[src/design/tpfr_pkg.sv]
// shared types, codes and defaults for the two-level priority ring fifo
// no dependencies; imported by every module of the block
package tpfr_pkg;

    // fixed port widths
    localparam int CAP_BITS  = 5;
    localparam int DATA_BITS = 32;

    // defaults handed to the top level
    localparam int DEFAULT_DEPTH     = 16;
    localparam int DEFAULT_WORD_BITS = 32;

    // capacity after reset
    localparam logic [CAP_BITS-1:0] CAP_RESET = 5'd16;

    // operation codes
    localparam logic [1:0] OP_PUSH     = 2'd0;
    localparam logic [1:0] OP_POP      = 2'd1;
    localparam logic [1:0] OP_PUSH_ANY = 2'd2;
    localparam logic [1:0] OP_POP_ANY  = 2'd3;

    // queue select
    localparam logic QUEUE_HIGH = 1'b1;
    localparam logic QUEUE_LOW  = 1'b0;

    // control of one request travelling down the cell chain
    typedef struct packed {
        logic valid;
        logic write;
        logic read;
        logic queue;
    } req_ctrl_t;

endpackage

[src/design/tpfr_head.sv]
// request decode, pointers, fill counts and capacity register
// depends on tpfr_pkg; feeds the first cell of the chain
module tpfr_head
    import tpfr_pkg::*;
#(
    parameter int DEPTH     = DEFAULT_DEPTH,
    parameter int WORD_BITS = DEFAULT_WORD_BITS,
    parameter int PTR_BITS  = 4,
    parameter int CNT_BITS  = 5,
    parameter int TOT_BITS  = 6,
    parameter int CMP_BITS  = 5
)
(
    input  logic                              clk,
    input  logic                              rst_n,
    input  logic                              accept,
    input  logic [1:0]                        op,
    input  logic                              priority_req,
    input  logic signed [DATA_BITS-1:0]       data_in,
    input  logic                              cfg_we,
    input  logic [CAP_BITS-1:0]               cfg_data,
    output req_ctrl_t                         ctrl_reg,
    output logic [PTR_BITS-1:0]               slot_reg,
    output logic [WORD_BITS-1:0]              word_reg,
    output logic [2*CNT_BITS+TOT_BITS-1:0]    stat
);

    logic [CAP_BITS-1:0] capacity_reg;
    logic [CNT_BITS-1:0] high_fill_reg, high_fill_next;
    logic [CNT_BITS-1:0] low_fill_reg, low_fill_next;
    logic [PTR_BITS-1:0] high_wr_reg, high_wr_next, high_rd_reg, high_rd_next;
    logic [PTR_BITS-1:0] low_wr_reg, low_wr_next, low_rd_reg, low_rd_next;
    logic [CMP_BITS-1:0] cap_ext, eff_cap;
    logic                high_room, low_room, high_any, low_any;
    logic                do_write, do_read, sel_q;
    logic [PTR_BITS-1:0] slot;
    logic [WORD_BITS+DATA_BITS-1:0] word_wide;

    // pointer advance with wrap at the effective capacity
    function automatic logic [PTR_BITS-1:0] bump(
        input logic [PTR_BITS-1:0] ptr,
        input logic [CMP_BITS-1:0] lim
    );
        logic [CMP_BITS-1:0] nxt;
        nxt = CMP_BITS'(ptr) + CMP_BITS'(1);
        return (nxt >= lim) ? '0 : nxt[PTR_BITS-1:0];
    endfunction

    // capacity saturates at the built depth
    assign cap_ext = CMP_BITS'(capacity_reg);
    assign eff_cap = (cap_ext > CMP_BITS'(DEPTH)) ? CMP_BITS'(DEPTH) : cap_ext;

    // full and empty flags
    assign high_room = CMP_BITS'(high_fill_reg) < eff_cap;
    assign low_room  = CMP_BITS'(low_fill_reg) < eff_cap;
    assign high_any  = high_fill_reg != '0;
    assign low_any   = low_fill_reg != '0;

    // pick queue and direction
    always_comb
    begin
        do_write = 1'b0;
        do_read  = 1'b0;
        sel_q    = priority_req;
        case (op)
            OP_PUSH:
            begin
                do_write = priority_req ? high_room : low_room;
            end
            OP_POP:
            begin
                do_read = priority_req ? high_any : low_any;
            end
            OP_PUSH_ANY:
            begin
                sel_q    = high_room ? QUEUE_HIGH : QUEUE_LOW;
                do_write = high_room || low_room;
            end
            default:
            begin
                sel_q   = high_any ? QUEUE_HIGH : QUEUE_LOW;
                do_read = high_any || low_any;
            end
        endcase
    end

    // slot addressed by the request
    always_comb
    begin
        if (sel_q == QUEUE_HIGH)
        begin
            slot = do_write ? high_wr_reg : high_rd_reg;
        end
        else
        begin
            slot = do_write ? low_wr_reg : low_rd_reg;
        end
    end

    // pointer and count updates
    always_comb
    begin
        high_fill_next = high_fill_reg;
        low_fill_next  = low_fill_reg;
        high_wr_next   = high_wr_reg;
        high_rd_next   = high_rd_reg;
        low_wr_next    = low_wr_reg;
        low_rd_next    = low_rd_reg;
        if (accept && do_write)
        begin
            if (sel_q == QUEUE_HIGH)
            begin
                high_wr_next   = bump(high_wr_reg, eff_cap);
                high_fill_next = high_fill_reg + CNT_BITS'(1);
            end
            else
            begin
                low_wr_next   = bump(low_wr_reg, eff_cap);
                low_fill_next = low_fill_reg + CNT_BITS'(1);
            end
        end
        if (accept && do_read)
        begin
            if (sel_q == QUEUE_HIGH)
            begin
                high_rd_next   = bump(high_rd_reg, eff_cap);
                high_fill_next = high_fill_reg - CNT_BITS'(1);
            end
            else
            begin
                low_rd_next   = bump(low_rd_reg, eff_cap);
                low_fill_next = low_fill_reg - CNT_BITS'(1);
            end
        end
    end

    // control state
    always_ff @(posedge clk or negedge rst_n)
    begin
        if (!rst_n)
        begin
            capacity_reg  <= CAP_RESET;
            high_fill_reg <= '0;
            low_fill_reg  <= '0;
            high_wr_reg   <= '0;
            high_rd_reg   <= '0;
            low_wr_reg    <= '0;
            low_rd_reg    <= '0;
            ctrl_reg      <= '0;
        end
        else
        begin
            if (cfg_we)
            begin
                capacity_reg <= cfg_data;
            end
            high_fill_reg  <= high_fill_next;
            low_fill_reg   <= low_fill_next;
            high_wr_reg    <= high_wr_next;
            high_rd_reg    <= high_rd_next;
            low_wr_reg     <= low_wr_next;
            low_rd_reg     <= low_rd_next;
            ctrl_reg.valid <= accept;
            ctrl_reg.write <= accept && do_write;
            ctrl_reg.read  <= accept && do_read;
            ctrl_reg.queue <= sel_q;
        end
    end

    // word fitted to the stored width
    assign word_wide = {{WORD_BITS{1'b0}}, data_in};

    // request payload
    always_ff @(posedge clk)
    begin
        slot_reg <= slot;
        word_reg <= word_wide[WORD_BITS-1:0];
    end

    // counts after the step, read while the request sits at the first cell
    assign stat = {high_fill_reg, low_fill_reg,
                   TOT_BITS'(high_fill_reg) + TOT_BITS'(low_fill_reg)};

endmodule

[src/design/tpfr_cell.sv]
// one storage slot of both queues, acting on requests that pass by
// depends on tpfr_pkg; instantiated once per slot by the top level
module tpfr_cell
    import tpfr_pkg::*;
#(
    parameter int INDEX     = 0,
    parameter int WORD_BITS = DEFAULT_WORD_BITS,
    parameter int PTR_BITS  = 4,
    parameter int STAT_BITS = 16
)
(
    input  logic                 clk,
    input  logic                 rst_n,
    input  req_ctrl_t            ctrl_in,
    input  logic [PTR_BITS-1:0]  slot_in,
    input  logic [WORD_BITS-1:0] word_in,
    input  logic [WORD_BITS-1:0] rd_in,
    input  logic [STAT_BITS-1:0] stat_in,
    output req_ctrl_t            ctrl_reg,
    output logic [PTR_BITS-1:0]  slot_reg,
    output logic [WORD_BITS-1:0] word_reg,
    output logic [WORD_BITS-1:0] rd_reg,
    output logic [STAT_BITS-1:0] stat_reg
);

    logic [WORD_BITS-1:0] high_word_reg;
    logic [WORD_BITS-1:0] low_word_reg;
    logic                 hit;
    logic [WORD_BITS-1:0] rd_next;

    assign hit = ctrl_in.valid && (slot_in == PTR_BITS'(INDEX));

    // stored words, written when a push addresses this slot
    always_ff @(posedge clk)
    begin
        if (hit && ctrl_in.write)
        begin
            if (ctrl_in.queue == QUEUE_HIGH)
            begin
                high_word_reg <= word_in;
            end
            else
            begin
                low_word_reg <= word_in;
            end
        end
    end

    // pop of this slot places its word on the read lane
    always_comb
    begin
        rd_next = rd_in;
        if (hit && ctrl_in.read)
        begin
            rd_next = (ctrl_in.queue == QUEUE_HIGH) ? high_word_reg : low_word_reg;
        end
    end

    // hand the request to the next cell
    always_ff @(posedge clk or negedge rst_n)
    begin
        if (!rst_n)
        begin
            ctrl_reg <= '0;
        end
        else
        begin
            ctrl_reg <= ctrl_in;
        end
    end

    always_ff @(posedge clk)
    begin
        slot_reg <= slot_in;
        word_reg <= word_in;
        rd_reg   <= rd_next;
        stat_reg <= stat_in;
    end

endmodule

[src/design/two_level_priority_ring_fifo.sv]
// top level: request head followed by one cell per storage slot
// depends on tpfr_pkg, tpfr_head and tpfr_cell
//
//  channel   | handshake           | payload
//  ----------+---------------------+-----------------------------------------
//  request   | start, busy         | op, priority_req, data_in
//  result    | done (one cycle)    | ok, data_out, high_count, low_count,
//            |                     | total_count
//  config    | cfg_we              | cfg_data (capacity)
//
// a request is taken every cycle; busy stays low
// done rises once the accepting edge has loaded the head register and the
// request has passed every cell register in turn; the result is taken at the
// edge after done rises
// results leave in request order and cannot be held off by the receiver
// reset clears pointers, counts and the request control of the chain and sets
// capacity to 16; stored words and payload registers are not cleared
module two_level_priority_ring_fifo
    import tpfr_pkg::*;
#(
    parameter int DEPTH     = DEFAULT_DEPTH,
    parameter int WORD_BITS = DEFAULT_WORD_BITS
)
(
    input  logic                              clk,
    input  logic                              rst_n,
    input  logic                              start,
    output logic                              busy,
    input  logic [1:0]                        op,
    input  logic                              priority_req,
    input  logic signed [DATA_BITS-1:0]       data_in,
    input  logic                              cfg_we,
    input  logic [CAP_BITS-1:0]               cfg_data,
    output logic                              done,
    output logic                              ok,
    output logic signed [DATA_BITS-1:0]       data_out,
    output logic [$clog2(DEPTH+1)-1:0]        high_count,
    output logic [$clog2(DEPTH+1)-1:0]        low_count,
    output logic [$clog2(2*DEPTH+1)-1:0]      total_count
);

    localparam int PTR_BITS  = (DEPTH > 1) ? $clog2(DEPTH) : 1;
    localparam int CNT_BITS  = $clog2(DEPTH+1);
    localparam int TOT_BITS  = $clog2(2*DEPTH+1);
    localparam int CMP_BITS  = (CAP_BITS > PTR_BITS + 1) ? CAP_BITS : PTR_BITS + 1;
    localparam int STAT_BITS = 2*CNT_BITS + TOT_BITS;

    logic                   accept;
    req_ctrl_t              stage_ctrl [0:DEPTH];
    logic [PTR_BITS-1:0]    stage_slot [0:DEPTH];
    logic [WORD_BITS-1:0]   stage_word [0:DEPTH];
    logic [WORD_BITS-1:0]   stage_rd   [0:DEPTH];
    logic [STAT_BITS-1:0]   stage_stat [0:DEPTH];
    logic [WORD_BITS+DATA_BITS-1:0] rd_wide;

    // the chain takes a new request every cycle
    assign busy   = 1'b0;
    assign accept = start && !busy;

    // decode and pointer bookkeeping
    tpfr_head #(
        .DEPTH     (DEPTH),
        .WORD_BITS (WORD_BITS),
        .PTR_BITS  (PTR_BITS),
        .CNT_BITS  (CNT_BITS),
        .TOT_BITS  (TOT_BITS),
        .CMP_BITS  (CMP_BITS)
    ) u_head (
        .clk          (clk),
        .rst_n        (rst_n),
        .accept       (accept),
        .op           (op),
        .priority_req (priority_req),
        .data_in      (data_in),
        .cfg_we       (cfg_we),
        .cfg_data     (cfg_data),
        .ctrl_reg     (stage_ctrl[0]),
        .slot_reg     (stage_slot[0]),
        .word_reg     (stage_word[0]),
        .stat         (stage_stat[0])
    );

    // read lane starts empty
    assign stage_rd[0] = '0;

    // one cell per slot
    for (genvar i = 0; i < DEPTH; i++)
    begin : g_cell
        tpfr_cell #(
            .INDEX     (i),
            .WORD_BITS (WORD_BITS),
            .PTR_BITS  (PTR_BITS),
            .STAT_BITS (STAT_BITS)
        ) u_cell (
            .clk      (clk),
            .rst_n    (rst_n),
            .ctrl_in  (stage_ctrl[i]),
            .slot_in  (stage_slot[i]),
            .word_in  (stage_word[i]),
            .rd_in    (stage_rd[i]),
            .stat_in  (stage_stat[i]),
            .ctrl_reg (stage_ctrl[i+1]),
            .slot_reg (stage_slot[i+1]),
            .word_reg (stage_word[i+1]),
            .rd_reg   (stage_rd[i+1]),
            .stat_reg (stage_stat[i+1])
        );
    end

    // result from the end of the chain
    assign rd_wide     = {{DATA_BITS{1'b0}}, stage_rd[DEPTH]};
    assign done        = stage_ctrl[DEPTH].valid;
    assign ok          = stage_ctrl[DEPTH].write || stage_ctrl[DEPTH].read;
    assign data_out    = rd_wide[DATA_BITS-1:0];
    assign high_count  = stage_stat[DEPTH][STAT_BITS-1 -: CNT_BITS];
    assign low_count   = stage_stat[DEPTH][TOT_BITS +: CNT_BITS];
    assign total_count = stage_stat[DEPTH][TOT_BITS-1:0];

endmodule

[config.mk]
export PLATFORM = sky130hd
export DESIGN_NAME = two_level_priority_ring_fifo
export DESIGN_NICKNAME = d
export VERILOG_FILES = /design/src/design/tpfr_pkg.sv /design/src/design/tpfr_head.sv /design/src/design/tpfr_cell.sv /design/src/design/two_level_priority_ring_fifo.sv
export SDC_FILE = /design/constraint.sdc
export NUM_CORES = 2
export LEC_CHECK = 0
export BUFFER_PORTS_ARGS = -buffer_cell sky130_fd_sc_hd__buf_2
export CAP_MARGIN = 5
export CORE_MARGIN = 5
export CORE_UTILIZATION = 55
export CTS_CLUSTER_DIAMETER = 30
export DETAILED_ROUTE_END_ITERATION = 8
export GPL_TIMING_DRIVEN = 0
export MAX_ROUTING_LAYER = met4
export PLACE_DENSITY_LB_ADDON = 0.15
export SLEW_MARGIN = 0
export SYNTH_ARGS = -nofsm -noshare
export SYNTH_HDL_FRONTEND = slang
export SYNTH_SLANG_ARGS = --single-unit
[constraint.sdc]
create_clock -name clk -period 3.45 [get_ports clk]
set_input_delay 0 -clock clk [delete_from_list [all_inputs] [get_ports clk]]
set_output_delay 0 -clock clk [all_outputs]
set_load 0.1 [all_outputs]
# Yosys cells after proc, flatten, opt, wreduce, memory -nomap -nowiden
# Cells that the tools add are included.
# totals
elab_cells,369
out_inout_bits,51
in_bits,44
ff_bits,2466
# classes
add_sub_neg,9
n_eq_ne,17
n_reduce_logical,95
n_lt_le_gt_ge,7
mux,54
bitwise,17
# op_table
operator,count
$mux W32,31
$reduce_and A2 Y1,36
$logic_and A1 B1 Y1,50
$mux W5,9
$eq A4 B4 Y1 const B,8
$mux W4,7
$add A4 B1 Y5 const B,4
$ge A5 B5 Y1,4
$not A1 Y1,17
$eq A4 B3 Y1 const B,4
$add A5 B1 Y5 const B,2
$lt A5 B5 Y1,2
$reduce_bool A5 Y1,2
$sub A5 B1 Y5 const B,2
$eq A4 B2 Y1 const B,2
$add A5 B5 Y6,1
$pmux W1 S2,3
$gt A5 B5 Y1 const B,1
$eq A4 B1 Y1 const B,1
$logic_not A4 Y1,1
$mux W1,4
$reduce_or A2 Y1,2
$logic_or A1 B1 Y1,3
$eq A2 B1 Y1 const B,1
other kinds (2),2

# Longest topological paths before layout
# logic_depth
ltp_word,9
ltp_mapped,10
mapped_depth_nobuf,10

# Hierarchy
# From an unflattened synthesis, not the netlist that was laid out.
# hier_totals
cells_unflattened,3998
area_unflattened_um2,79282.3
# by_module_without_submodules
module,instances,cells_each,area_per_inst_um2
tpfr_cell at g_cell[10].u_cell ...,4,230,4834.6
tpfr_cell at g_cell[11].u_cell ...,4,230,4780.8
tpfr_cell at g_cell[1].u_cell ...,4,230,4667.0
tpfr_cell at g_cell[0].u_cell ...,2,230,4663.2
tpfr_cell at g_cell[15].u_cell,1,230,4769.6
tpfr_cell at g_cell[3].u_cell,1,228,4565.6
tpfr_head,1,317,3473.3
two_level_priority_ring_fifo,1,3,17.5

# Worst setup path after synthesis
# Ideal clock, no wire load.
# synth_timing
path_kind,reg2reg
startpoint,register u_head.ctrl_reg[0] (netlist name)
endpoint,"register g_cell[0].u_cell.low_word_reg[0], enable pin"
t_arrival_ns,2.261
required_ns,3.028
setup_ns,0.422
stages_incl_launch_ff,4
slack_ns,0.767
cell_sequence,dfrtp_1 clkbuf_1 clkbuf_1 nor2_1
# synth_between
elab_chain_cells,2
# synth_rtl
element,line,source
"start, declared",tpfr_head.sv:22,"output req_ctrl_t ctrl_reg,"
$not A1 Y1 (no source line),--,
$reduce_and A2 Y1 (no source line),--,
"end signal, assigned",tpfr_cell.sv:44,low_word_reg <= word_in;
"end, declared",tpfr_cell.sv:27,logic [WORD_BITS-1:0] low_word_reg;
# No other way between the ends.
# A chain may end at the register's enable or synchronous reset.

==> out/results.tsv <==
metric	value	unit
syn-cell-area	72500	sq um
seqPwrFrac	0.458	
synthArstFlopShare	0.0397	
io_pins	95	
clock_latency	0.90	ns
h-tree-depth	5	
fin_nets	5148	
status	complete, no violations	
gp_congestion	0.750	
fmax	307	MHz
cp-start-kind	flop	
areaGrowthSynthToFinish	23.0	%
drtAntennaViolNets	0	
vdd_ir_drop_max	0.622	mV
grt_usage	0.163	
syn_inst	4493	
worstSetupPathType	flop to flop	
netlist.area_leader.share	0.424	
num_vias	33200	
yosys.area.top_type	edfxtp_1	
powerDensity	857	nW/um^2
hold_path_class	input port to flop	
final_util	0.679	
ys.flop_type	dfxtp_1	
p_int	0.0593	W
place_ws	0.282	ns
final.setup_skew	0.0575	ns
p_leak	34.2	nW
power_frac_clock	0.479	
via_per_inst	4.67	
r2r_start	u_head.cap_ext[4]	
ys_ff_latch	2466	
start_util	0.553	
grt_max_degree	75	
worst_slack	0.189	ns
grt_pass1_vias	36000	
cts.sinks	2466	
slew_headroom	0.293	
antenna_found_initial	0	
num_rows	133	
drtIter0Drc	1491	
ys_seq_area_frac	0.829	
cp-startpoint	u_head.cap_ext[4]	
setup_viol_count_final	0	
setup_tns	0	ns
wl_per_cell	15.2	um
tightest_slew	1.05	ns
crit_required	4.23	ns
antennaDiodeCount	0	
finalHoldViolCount	0	
crit_path_end_kind	flop	
period_minus_slack	3.26	ns
routed_wl	108000	um
post_cts_buffers	0	
slew_viol_final	0	
ff2ff_setup_slack	0.19	ns
worstPathArrival	4.04	ns
max-cap-violations	0	
cts_tree	done	
finalCritPeriodShare	0.945	
die_width	373	um
dr.pass1.iters	5	
pwr-share-comb	0.062	
r2r_cells	10	
p_sw	0.0172	W
path_max_fanout	10	
syn_nets	4579	
drive_gt1_frac	0.144	
swShare	0.225	
dieArea	139000	sq um
cts_inserted_buffers	372	
portBuffers	93	
dpl.hpwl	70200	um
grt.overflow.total	0	
synth_most_common_cell	dfxtp_1	
grt_pass1_wl	182000	um
synth_edf_count	1024	
core	131000	sq um
die_h	373	um
syn-mean-instance-area	16.1	sq um
rsz0062_at_grt	no	
yosysWarnings	0	
post_synth_num_cell_types	60	
clk_pin_slew	0.05	ns
synth_commonest_cells	1344 x dfxtp_1, 1024 x edfxtp_1, 557 x nand2_1, 524 x mux2i_1, 507 x o21ai_0	
cts.path.max_buffers	4	
yosys-top-cells-area	edfxtp_1 42%, dfxtp_1 37%, mux2i_1 7.2%, o21ai_0 3.5%, dfrtp_1 3.3%	
drc	0	
cts-root-buf	clkbuf_16	
kinds of logic (layout without fill, tap and decap cells):
kind of cell,count (synthesis),count (layout),share of synthesized area
flops,2466,2466,0.829
fa+ha+maj,42,42,0.00735
buf+inv,176,1045,0.00917
compound gates,550,550,0.0393
other cells,1,1,0.0000517
mux,528,528,0.0729
simple gates,713,713,0.0407
xor+xnor,17,17,0.00205
per-stage QoR:
step	hold WS, ns	instance area, sq um	std cells	total power, W
after floorplan	-0.296	72500	4493	0.0389
after global placement	0.102	75200	6341	0.0401
after detailed placement	-0.0869	75600	6351	0.0403
after CTS	0.0411	89200	7117	0.0774
after global routing	0.137	89200	7117	0.0797
final	0.122	89200	7117	0.0765
how the worst min path moves through the flow:
stage,startpoint,to,slack [ns],cells past startpoint
after global routing,start,flop,0.14,5
after CTS,start,flop,0.04,5
final,start,flop,0.12,5
after global placement,data_in[2],u_head.word_reg[2],0.10,1
after detailed placement,rst_n,g_cell[0].u_cell.ctrl_reg[2],-0.09,1
after floorplan,rst_n,async pin,-0.30,0
area by class of cell:
cell class	count	area (sq um)
clock buffer	444	10100
timing repair buffer	195	1620
multi-input combinational	1851	11900
fill	8817	42100
tap	1755	2200
clock inverter	230	2620
sequential	2466	60100
buffer	159	602
inverter	17	63.8
layer usage:
layer / share of wire / wire [um] / track usage
met5: 0 / 0 / -
met4: 0.027 / 2890 / 0.0660
met3: 0.033 / 3520 / 0.0328
met2: 0.54 / 58100 / 0.290
met1: 0.40 / 43700 / 0.180
cell usage in the layout, fill, tap and decap left out, types with 33 or more instances in the layout:
master	n
clkbuf_1	171
mux2i_1	524
buf_2	93
dfrtp_1	97
inv_6	48
edfxtp_1	1024
bufinv_16	37
clkinv_2	36
ha_1	41
clkinv_4	33
clkinvlp_4	44
o21ai_0	507
clkbuf_16	384
dfxtp_1	1344
nand2_1	554
nor2_1	47
dlygate4sd3_1	91
repair_timing:
| action | in CTS | in global routing |
|---|---|---|
| resized for setup | 0 | 3 |
| endpoints found under the setup margin | 0 | 2 |
| hold buffers | 92 | 0 |
| hold endpoints to repair | 163 | 0 |
worst max-delay path: stages, from the launching register on:
cell,delay (ns)
dfstp_2,0.60
inv_1,0.21
nand2_2,0.22
ha_1,0.26
o2111ai_1,0.29
nor2_2,0.12
o41a_1,0.48
inv_2,0.22
a21oi_1,0.06
dlygate4sd3_1,0.57
xor2_1,0.14
power groups by stage:
stage	clock network, W	logic, W	registers [W]
after global routing	0.0389	0.00532	0.0354
after global placement	0	0.00458	0.0355
after CTS	0.0375	0.00485	0.0351
after floorplan	0	0.00259	0.0363
after detailed placement	0	0.00471	0.0356
final	0.0366	0.00477	0.0351
Power figures use the tool's default switching activity.
